**src/design/bary_pkg.sv**
```systemverilog
`default_nettype none
package bary_pkg;
   localparam int CoordWidth = 16;
   localparam int DiffWidth  = CoordWidth + 1;
   localparam int EdgeWidth  = 2 * DiffWidth + 1;
   localparam int MagWidth   = EdgeWidth;
   // numerator magnitude shifted by 17 plus denominator
   localparam int NumWidth   = MagWidth + 18;
   localparam int QuoWidth   = NumWidth;
   localparam int RemWidth   = MagWidth + 2;
   localparam int NumCells   = NumWidth;
   localparam int WeightWidth = 32;
   localparam int RegIdxWidth = 3;

   localparam logic [RegIdxWidth-1:0] REG_CENTER_X = 3'd0;
   localparam logic [RegIdxWidth-1:0] REG_CENTER_Y = 3'd1;
   localparam logic [RegIdxWidth-1:0] REG_LEFT_X   = 3'd2;
   localparam logic [RegIdxWidth-1:0] REG_LEFT_Y   = 3'd3;
   localparam logic [RegIdxWidth-1:0] REG_RIGHT_X  = 3'd4;
   localparam logic [RegIdxWidth-1:0] REG_RIGHT_Y  = 3'd5;

   // one division lane as it travels down the chain
   typedef struct packed {
      logic [NumWidth-1:0] num;
      logic [RemWidth-1:0] rem;
      logic [QuoWidth-1:0] quo;
      logic [RemWidth-1:0] den2;
      logic                neg;
   } lane_type;

   // per-item payload carried alongside the lanes
   typedef struct packed {
      logic valid;
      logic degen;
   } tag_type;
endpackage
`default_nettype wire

```
**src/design/bary_cell.sv**
```systemverilog
`default_nettype none
module bary_cell
   import bary_pkg::*;
(
   input  wire logic     clock,
   input  wire logic     reset,
   input  wire lane_type left_in,
   input  wire lane_type right_in,
   input  wire tag_type  tag_in,
   output lane_type      left_out,
   output lane_type      right_out,
   output tag_type       tag_out
);
   lane_type left_ff, left_in_n, right_ff, right_in_n;
   tag_type  tag_ff;

   // one restoring step per lane
   function automatic lane_type step(input lane_type a);
      lane_type r;
      logic [RemWidth-1:0] t;
      r = a;
      t = {a.rem[RemWidth-2:0], a.num[NumWidth-1]};
      r.num = {a.num[NumWidth-2:0], 1'b0};
      if (t >= a.den2) begin
         r.rem = t - a.den2;
         r.quo = {a.quo[QuoWidth-2:0], 1'b1};
      end else begin
         r.rem = t;
         r.quo = {a.quo[QuoWidth-2:0], 1'b0};
      end
      return r;
   endfunction

   always_comb begin
      left_in_n  = step(left_in);
      right_in_n = step(right_in);
   end

   // advance the word one cell
   always_ff @(posedge clock) begin
      left_ff  <= left_in_n;
      right_ff <= right_in_n;
      if (reset) begin
         tag_ff <= '0;
      end else begin
         tag_ff <= tag_in;
      end
   end

   assign left_out  = left_ff;
   assign right_out = right_ff;
   assign tag_out   = tag_ff;
endmodule
`default_nettype wire

```
**config.mk**
```make
export PLATFORM = sky130hd
export DESIGN_NAME = bary_cell
export DESIGN_NICKNAME = d
export VERILOG_FILES = /design/src/design/bary_pkg.sv /design/src/design/bary_cell.sv
export SDC_FILE = /design/constraint.sdc
export NUM_CORES = 1
export LEC_CHECK = 0
export ABC_CLOCK_PERIOD_IN_PS = 5300
export BUFFER_PORTS_ARGS = -buffer_cell sky130_fd_sc_hd__buf_2
export CAP_MARGIN = 20
export CELL_PAD_IN_SITES_DETAIL_PLACEMENT = 1
export CELL_PAD_IN_SITES_GLOBAL_PLACEMENT = 1
export CORE_AREA = 5 5 282 284
export DETAILED_ROUTE_END_ITERATION = 10
export DIE_AREA = 0 0 287 289
export HOLD_SLACK_MARGIN = 0.15
export PLACE_DENSITY = 0.55
export SLEW_MARGIN = 10
export SYNTH_ARGS = -nofsm -noshare
export SYNTH_HDL_FRONTEND = slang
export SYNTH_SLANG_ARGS = --single-unit
```
**constraint.sdc**
```tcl
create_clock -name clock -period 5.3 [get_ports clock]
set_clock_uncertainty 0.2 [all_clocks]
set_input_delay 1.06 -clock clock [delete_from_list [all_inputs] [get_ports clock]]
set_output_delay 1.06 -clock clock [all_outputs]
set_load 0.05 [all_outputs]
```
======== Word-level counts from Yosys, hierarchy flattened ========
Cells that the tools add are included.
word-level totals
  flip-flop bits (word level) ............. 362
  latch bits .............................. 0
  memory bits (writable) .................. 0
  bits in read-only memories .............. 0
  bits of input ports ..................... 366
  output and inout port bits .............. 364
  word-level logic and storage cells ...... 18
  memories kept ........................... 0
operators by class
  $add $sub $neg .......................... 2
  $mul .................................... 0
  divide/modulo/power cells ............... 0
  order comparisons ....................... 2
  eq/ne operators ......................... 0
  shifts and indexed selects .............. 0
  muxes and demuxes ....................... 2
  bitwise operators ....................... 0
  reduce and logical (&&, ||, !) cells .... 0
operators with widths
  operator              number
  two-way mux 90 bit    2
  >= comparator 37 bit  2
  subtractor 37 bit     2

======== Longest topological paths before layout ========
Gate-level depths: netlist of the first run.
  depth after elaboration ................. 2
  gate-level depth with buffers ........... 15
  depth with buffers taken out ............ 12

======== Least setup slack after synthesis of the first run ========
OpenSTA, ideal clock, no wires.
  kind .................................... input -> register
  start ................................... input port left_in[2] (netlist bit)
  end ..................................... register left_ff (netlist bit left_out[103])
  library setup time ...................... 0.121 ns
  data arrival time ....................... 3.363 ns
  required time ........................... 4.979 ns
  path slack .............................. 1.616 ns
  stages .................................. 11
  buffers on the path ..................... 1
  cells stage by stage .................... inv_1 > ha_1 > nor2b_4 > o31a_1 > o31a_1 > o311a_4 > o21ai_4 > nand3_2 > a31o_1 > buf_6 > mux2_4
RTL lines
  element                 RTL line         text
  start: declaration      bary_cell.sv:7   input wire lane_type left_in,
  end signal: assignment  bary_cell.sv:41  left_ff <= left_in_n;
  end: declaration        bary_cell.sv:14  lane_type left_ff, left_in_n, right_ff, right_in_n;

==> results.toml, run 1 <==
[place]
dpl_worst_slack_ps = 814
post_dp_cell_area_um2 = 17400
dp_cells = 2954
hpwl_um = 48800
numPortBuffers = 723
place.gp.congestion = 0.887

[routing]
num_vias = 11700
wirelength_um = 57500
first_pass_iters = 4
via_per_inst = 3.83
wl_met1_um = 23200
dr_wl_met2_um = 27200
topRoutingLayerUsed = "met5"
drtAntennaViolNets = 0
met3_length_um = 5870
routedWlPerCell_um = 18.9
drc_errors = 0
drtIter0Drc = 414

[global_routing]
grt_pass1_vias = 12400
grt_max_degree = 49
grt_pass1_wl_um = 81200
grt_usage_pct = 12.9
grt-ovfl-total = 0
antenna_found_initial = 22

[timing]
hold_viol = 0
period_share_pct = 74.8
hold_ws_ps = 383
maxSlewViolCount = 0
layout_setup_ws_ps = 1340
tightest_slew_ps = 905
tns_ps = 0
setup_viol = 0
rsz0062_at_grt = "false"
fmax_ghz = 0.252
finalCriticalPeriod_ps = 3960
maxSlewHeadroom_pct = 38.9

[pwr]
switching_share_pct = 34.4
vdd_drop_max_mv = 0.286
p_leak_nw = 9.25
power_frac_comb_pct = 24.6
power_frac_seq_pct = 37.8
p_int_mw = 5.20
pwr-share-clk_pct = 37.6
p_per_area_nw_per_um2 = 420
p_switching_mw = 2.73

[clock_tree]
cts.sink_count = 362
clk_pin_slew_worst_paths_ps = 60
cts-resized-gates = 0
postCtsHoldBufs = 0
cts_max_level = 2
clockBufferDepth = 3
cts_tree = "yes"
cts_setup_buffers = 0
cts_root_buf = "clkbuf_16"
cts_buffers = 43

[critical_path]
crit_buf_inv = 3
cp_cell_sequence = "buf_2 -> inv_1 -> ha_1 -> a21oi_1 -> nand3b_1 -> a21oi_1 -> a211oi_1 -> o31ai_2 -> a21oi_2 -> o21a_2 -> inv_1 -> mux2_2"
slowest_delay_ps = 620
cp_slowest_cell = "o21a_2"
path_delay_family = "compound AO/OA/AOI/OAI gates"
setup.worst_path.class = "in -> reg"
crit_start = "right_in[15]"
cp_data_required_time_ps = 5550
worstSetupEndpointType = "flop"
worstPathArrival_ps = 4220
path_depth = 12
crit_fanout = 34
crit_end = "right_out[116]$_DFF_P_"
cp-start-kind = "input port"

[layout]
layout_common_cells = "723 x buf_2, 362 x dfxtp_1, 101 x a21oi_1, 95 x inv_1, 86 x nand2_1"
design_area_um2 = 18900
fin_cells = 3044
drive_gt1_share_pct = 41.6
final_common_cell = "buf_2"
nets = 2401
syn_to_final_growth_pct = 48.9

[yosys]
syn_inst = 1228
syn_area_um2 = 12700
synth.distinct_cells = 68
synth-edff-count = 0
synthFlopType = "dfxtp_1"
yosysWarnings = 0
yosysSeqAreaShare_pct = 57.1
ys_ff_latch = 362
syn_area_per_cell_um2 = 10.3
async_flop_share_pct = 0

[floorplan]
start_util_pct = 16.5
row_count = 102
ios = 730
die_w_um = 287
die_height_um = 289
die-area_um2 = 82900
coreArea_um2 = 76800

[run]
maxCapViolations = 0

[outcome]
status = "finished clean"

[hold_path]
hp-class = "in -> reg"
==> metrics by stage <==
step                      power (mW)  utilization (%)
after floorplan                 4.41                -
after global placement          5.02             22.7
after detailed placement        5.03             22.7
after CTS                       8.12             24.6
after global routing            8.34             24.6
final                           7.94             24.6
==> worst min path at each step <==
stage                        from  slack, ps  depth (start not counted)                      to
finish               left_in[169]        380                          1   left_out[170]$_DFF_P_
global route         right_in[61]        330                          1   right_out[62]$_DFF_P_
CTS                  right_in[87]        320                          1   right_out[88]$_DFF_P_
detailed placement   right_in[38]        960                          1   right_out[39]$_DFF_P_
global placement    right_in[148]        960                          1  right_out[149]$_DFF_P_
floorplan              left_in[0]        890                          0     left_out[0]$_DFF_P_
==> synthesized netlist by cell type (11+ instances only) <==
cell type  number  area share (%)
nor2_1         76             2.2
nand2b_1       11            0.54
o21ai_0        77             3.0
inv_1          95             2.8
a21oi_1       101             4.0
nand4_1        17            0.84
dfxtp_1       362              57
xor2_1         26             1.8
ha_1           74             7.3
and3_1         12            0.59
nand2_1        86             2.5
o31ai_1        11            0.65
nor3_1         15            0.59
clkbuf_1       27            0.80
nor2b_1        14            0.69
nand3_1        15            0.59
a21o_1         24             1.4
xnor2_1        32             2.2
o211ai_1       12            0.71
==> power by group through the flow <==
| stage | Combinational (mW) | Clock [mW] | Sequential (mW) |
|---|---|---|---|
| floorplan | 0.572 | 0 | 3.84 |
| global placement | 1.96 | 0 | 3.06 |
| detailed placement | 1.97 | 0 | 3.06 |
| CTS | 1.98 | 3.13 | 3.01 |
| global route | 2.08 | 3.23 | 3.03 |
| finish | 1.95 | 2.98 | 3.00 |
==> kinds of logic (layout without fill, tap and decap cells) <==
group | count (synthesis) | in the layout | synth area share [%]
XOR/XNOR | 58 | 58 | 4.00
buffers and inverters | 139 | 901 | 4.71
flip-flops | 362 | 362 | 57.1
AO/OA/AOI/OAI | 303 | 303 | 15.0
AND/OR/NAND/NOR | 280 | 280 | 10.6
other | 1 | 15 | 0.0295
adder cells (fa/ha/maj) | 76 | 76 | 7.61
multiplexers | 9 | 9 | 1.00
==> flip-flops by register name (all words and copies together) (netlist names) <==
register / count
left_out: 180
right_out: 180
tag_out: 2
==> routing by layer <==
layer  vias to the layer above  track usage, %
li1                       5678               -
met1                      5444            15.3
met2                       446            21.7
met3                        71            5.18
met4                        16            3.49
met5                         -               0
==> cell type report <==
class	instances	area (µm²)
fillers	9142	57900
flip-flops and latches	362	7250
multi-input cells	728	4860
repair buffers	729	3680
well taps	1040	1300
clock buffers	57	1210
inverters	95	357
clock inverters	20	231
diodes	13	32.5
Note: power is estimated with default switching activity, not from simulation.
==> run 2: changes to the inputs <==
--- a/config.mk
+++ b/config.mk
@@ -5,16 +5,17 @@
 export SDC_FILE = /design/constraint.sdc
 export NUM_CORES = 1
 export LEC_CHECK = 0
-export ABC_CLOCK_PERIOD_IN_PS = 5300
+export ABC_AREA = 1
+export ABC_CLOCK_PERIOD_IN_PS = 4070
 export BUFFER_PORTS_ARGS = -buffer_cell sky130_fd_sc_hd__buf_2
 export CAP_MARGIN = 20
 export CELL_PAD_IN_SITES_DETAIL_PLACEMENT = 1
 export CELL_PAD_IN_SITES_GLOBAL_PLACEMENT = 1
-export CORE_AREA = 5 5 282 284
+export CORE_AREA = 5 5 284 286
 export DETAILED_ROUTE_END_ITERATION = 10
-export DIE_AREA = 0 0 287 289
+export DIE_AREA = 0 0 289 291
 export HOLD_SLACK_MARGIN = 0.15
-export PLACE_DENSITY = 0.55
+export PLACE_DENSITY = 0.6
 export SLEW_MARGIN = 10
 export SYNTH_ARGS = -nofsm -noshare
 export SYNTH_HDL_FRONTEND = slang
==> constraint.sdc (replaced) <==
create_clock -name clock -period 4.07 [get_ports clock]
set_clock_uncertainty 0.2 [all_clocks]
set_input_delay 0.814 -clock clock [delete_from_list [all_inputs] [get_ports clock]]
set_output_delay 0.814 -clock clock [all_outputs]
set_load 0.05 [all_outputs]
==> results.toml, run 2 <==
[outcome]
status = "finished clean"

[pwr]
p_per_area_nw_per_um2 = 468
p_int_mw = 7.05
p_switching_mw = 3.87
pwr-share-clk_pct = 36.4
vdd_drop_max_mv = 0.290
switching_share_pct = 35.4
power_frac_comb_pct = 27.5
p_leak_nw = 12.4
power_frac_seq_pct = 36.0

[clock_tree]
cts_root_buf = "clkbuf_16"
clockBufferDepth = 3
cts.sink_count = 362
cts_setup_buffers = 0
cts_tree = "yes"
cts_buffers = 43
cts_max_level = 2
clk_pin_slew_worst_paths_ps = 60

[routing]
wl_met1_um = 33700
wirelength_um = 76000
drc_errors = 0
drtIter0Drc = 611
met3_length_um = 5880
routedWlPerCell_um = 19.3
drtAntennaViolNets = 0
first_pass_iters = 4
via_per_inst = 3.94
num_vias = 15600
dr_wl_met2_um = 34600
topRoutingLayerUsed = "met5"

[layout]
final_common_cell = "buf_2"
layout_common_cells = "723 x buf_2, 579 x nand2_1, 362 x dfxtp_1, 302 x inv_1, 261 x dlygate4sd3_1"
drive_gt1_share_pct = 29.7
multi_input_area_um2 = 5850
nets = 3292
num-fill-cells = 9546
syn_to_final_growth_pct = 61.4
seqCellArea_um2 = 7250
design_area_um2 = 23300

[critical_path]
path_delay_family = "buffers and inverters"
cp-start-kind = "input port"
crit_fanout = 28
setup.worst_path.class = "in -> reg"
slowest_delay_ps = 530
cp_data_required_time_ps = 4320
worstSetupEndpointType = "flop"
cp_cell_sequence = "dlygate4sd3_1 -> buf_2 -> inv_1 -> ha_1 -> nand2_1 -> inv_1 -> a21oi_1 -> nand2_1 -> a21oi_1 -> nand4_2 -> buf_12 -> nand3_1 -> nand2_1"
cp_slowest_cell = "dlygate4sd3_1"
crit_buf_inv = 5
cp_common_cell = "nand2_1"
worstPathArrival_ps = 3680

[global_routing]
grt_pass1_wl_um = 108000
grt_pass1_vias = 16900
grt-ovfl-total = 0
grt_usage_pct = 17.1
antenna_found_initial = 21
grt_max_degree = 36

[timing]
fmax_ghz = 0.292
period_share_pct = 84.2
tns_ps = 0
tightest_slew_ps = 859
finalCriticalPeriod_ps = 3430
maxSlewViolCount = 0
setup_viol = 0
maxSlewHeadroom_pct = 42.7
rsz0062_at_grt = "false"
hold_viol = 0

[floorplan]
die_height_um = 291
start_util_pct = 18.5
row_count = 103
die_w_um = 289
ios = 730
coreArea_um2 = 78100
die-area_um2 = 84100

[yosys]
synth.distinct_cells = 34
synth-edff-count = 0
synthFlopType = "dfxtp_1"
synthTopCellsByArea = "dfxtp_1 50%, nand2_1 15%, inv_1 7.8%"
syn_area_per_cell_um2 = 7.87
ys_ff_latch = 362
synth_most_common_cell = "nand2_1"
synth_common_cells = "579 x nand2_1, 362 x dfxtp_1, 302 x inv_1"
netlist.area_leader.share_pct = 50.1
syn_inst = 1838
yosysWarnings = 0
async_flop_share_pct = 0
syn_area_um2 = 14500
yosysTopAreaCell = "dfxtp_1"
yosysSeqAreaShare_pct = 50.1

[place]
numPortBuffers = 723
hpwl_um = 60600
place.gp.congestion = 0.852
post_dp_cell_area_um2 = 19200

[run]
maxCapViolations = 0

[hold_path]
hp-class = "in -> reg"
## run 2: cell types whose count changed in the layout (fill, tap and decap cells not counted), sizes merged, moves of 22 or more
cell,change
nand2,+510
dlygate4sd3,+261
inv,+210
nand3,+137
nor2,+69
o21ai,-64
a21oi,-48
xnor2,-28
a21o,-22
## run 2: worst paths after layout
path	to	from	cells after the start
worst max-delay path	left_out[123]$_DFF_P_	left_in[28]	13
worst min-delay path	right_out[41]$_DFF_P_	right_in[40]	1
## run 2: cell type report
class	count	share of cell area (%)
Clock inverter	17	1.01
Tap cell	1050	5.63
Sequential cell	362	31.0
Inverter	309	4.97
Timing Repair Buffer	988	26.9
Antenna cell	15	0.161
Multi-Input combinational cell	1146	25.1
Clock buffer	61	5.24
## run 2: repair_timing
item                                   CTS  global route
resized for setup                        0             0
hold buffers                           260             1
endpoints found under the hold margin  260             1
## run 2: per-layer routing
metal / global-route usage [%] / vias to the layer above
met5: 0 / -
met4: 4.79 / 6
met3: 4.93 / 99
met2: 28.2 / 563
met1: 21.8 / 7207
li1: - / 7684
## run 2: logic make-up after synthesis
| logic type | share of synthesized area [%] |
|---|---|
| AND/OR/NAND/NOR | 28.0 |
| flip-flops | 50.1 |
| buffers and inverters | 9.44 |
| AO/OA/AOI/OAI | 3.48 |
| adder cells (fa/ha/maj) | 6.68 |
| XOR/XNOR | 2.30 |
| other | 0.0259 |
## run 2: power groups by stage
stage | Sequential, mW | Combinational [mW] | Clock [mW]
2_1_floorplan | 5.02 | 0.847 | 0
3_3_place_gp | 4.00 | 2.79 | 0
3_5_place_dp | 4.01 | 2.80 | 0
4_1_cts | 3.94 | 3.01 | 4.12
5_1_grt | 3.96 | 3.22 | 4.26
6_report | 3.94 | 3.01 | 3.98
## run 2: through the flow
step | utilization, % | power [mW] | hold slack [ps] | instances | worst slack (ps)
global placement | 24.6 | 6.79 | 716 | 3594 | 614
floorplan | - | 5.87 | 642 | 1839 | 1510
detailed placement | 24.6 | 6.81 | 718 | 3594 | 606
finish | 29.9 | 10.9 | 198 | 3948 | 644
global route | 29.9 | 11.4 | 156 | 3941 | 520
CTS | 29.8 | 11.1 | 152 | 3932 | 738
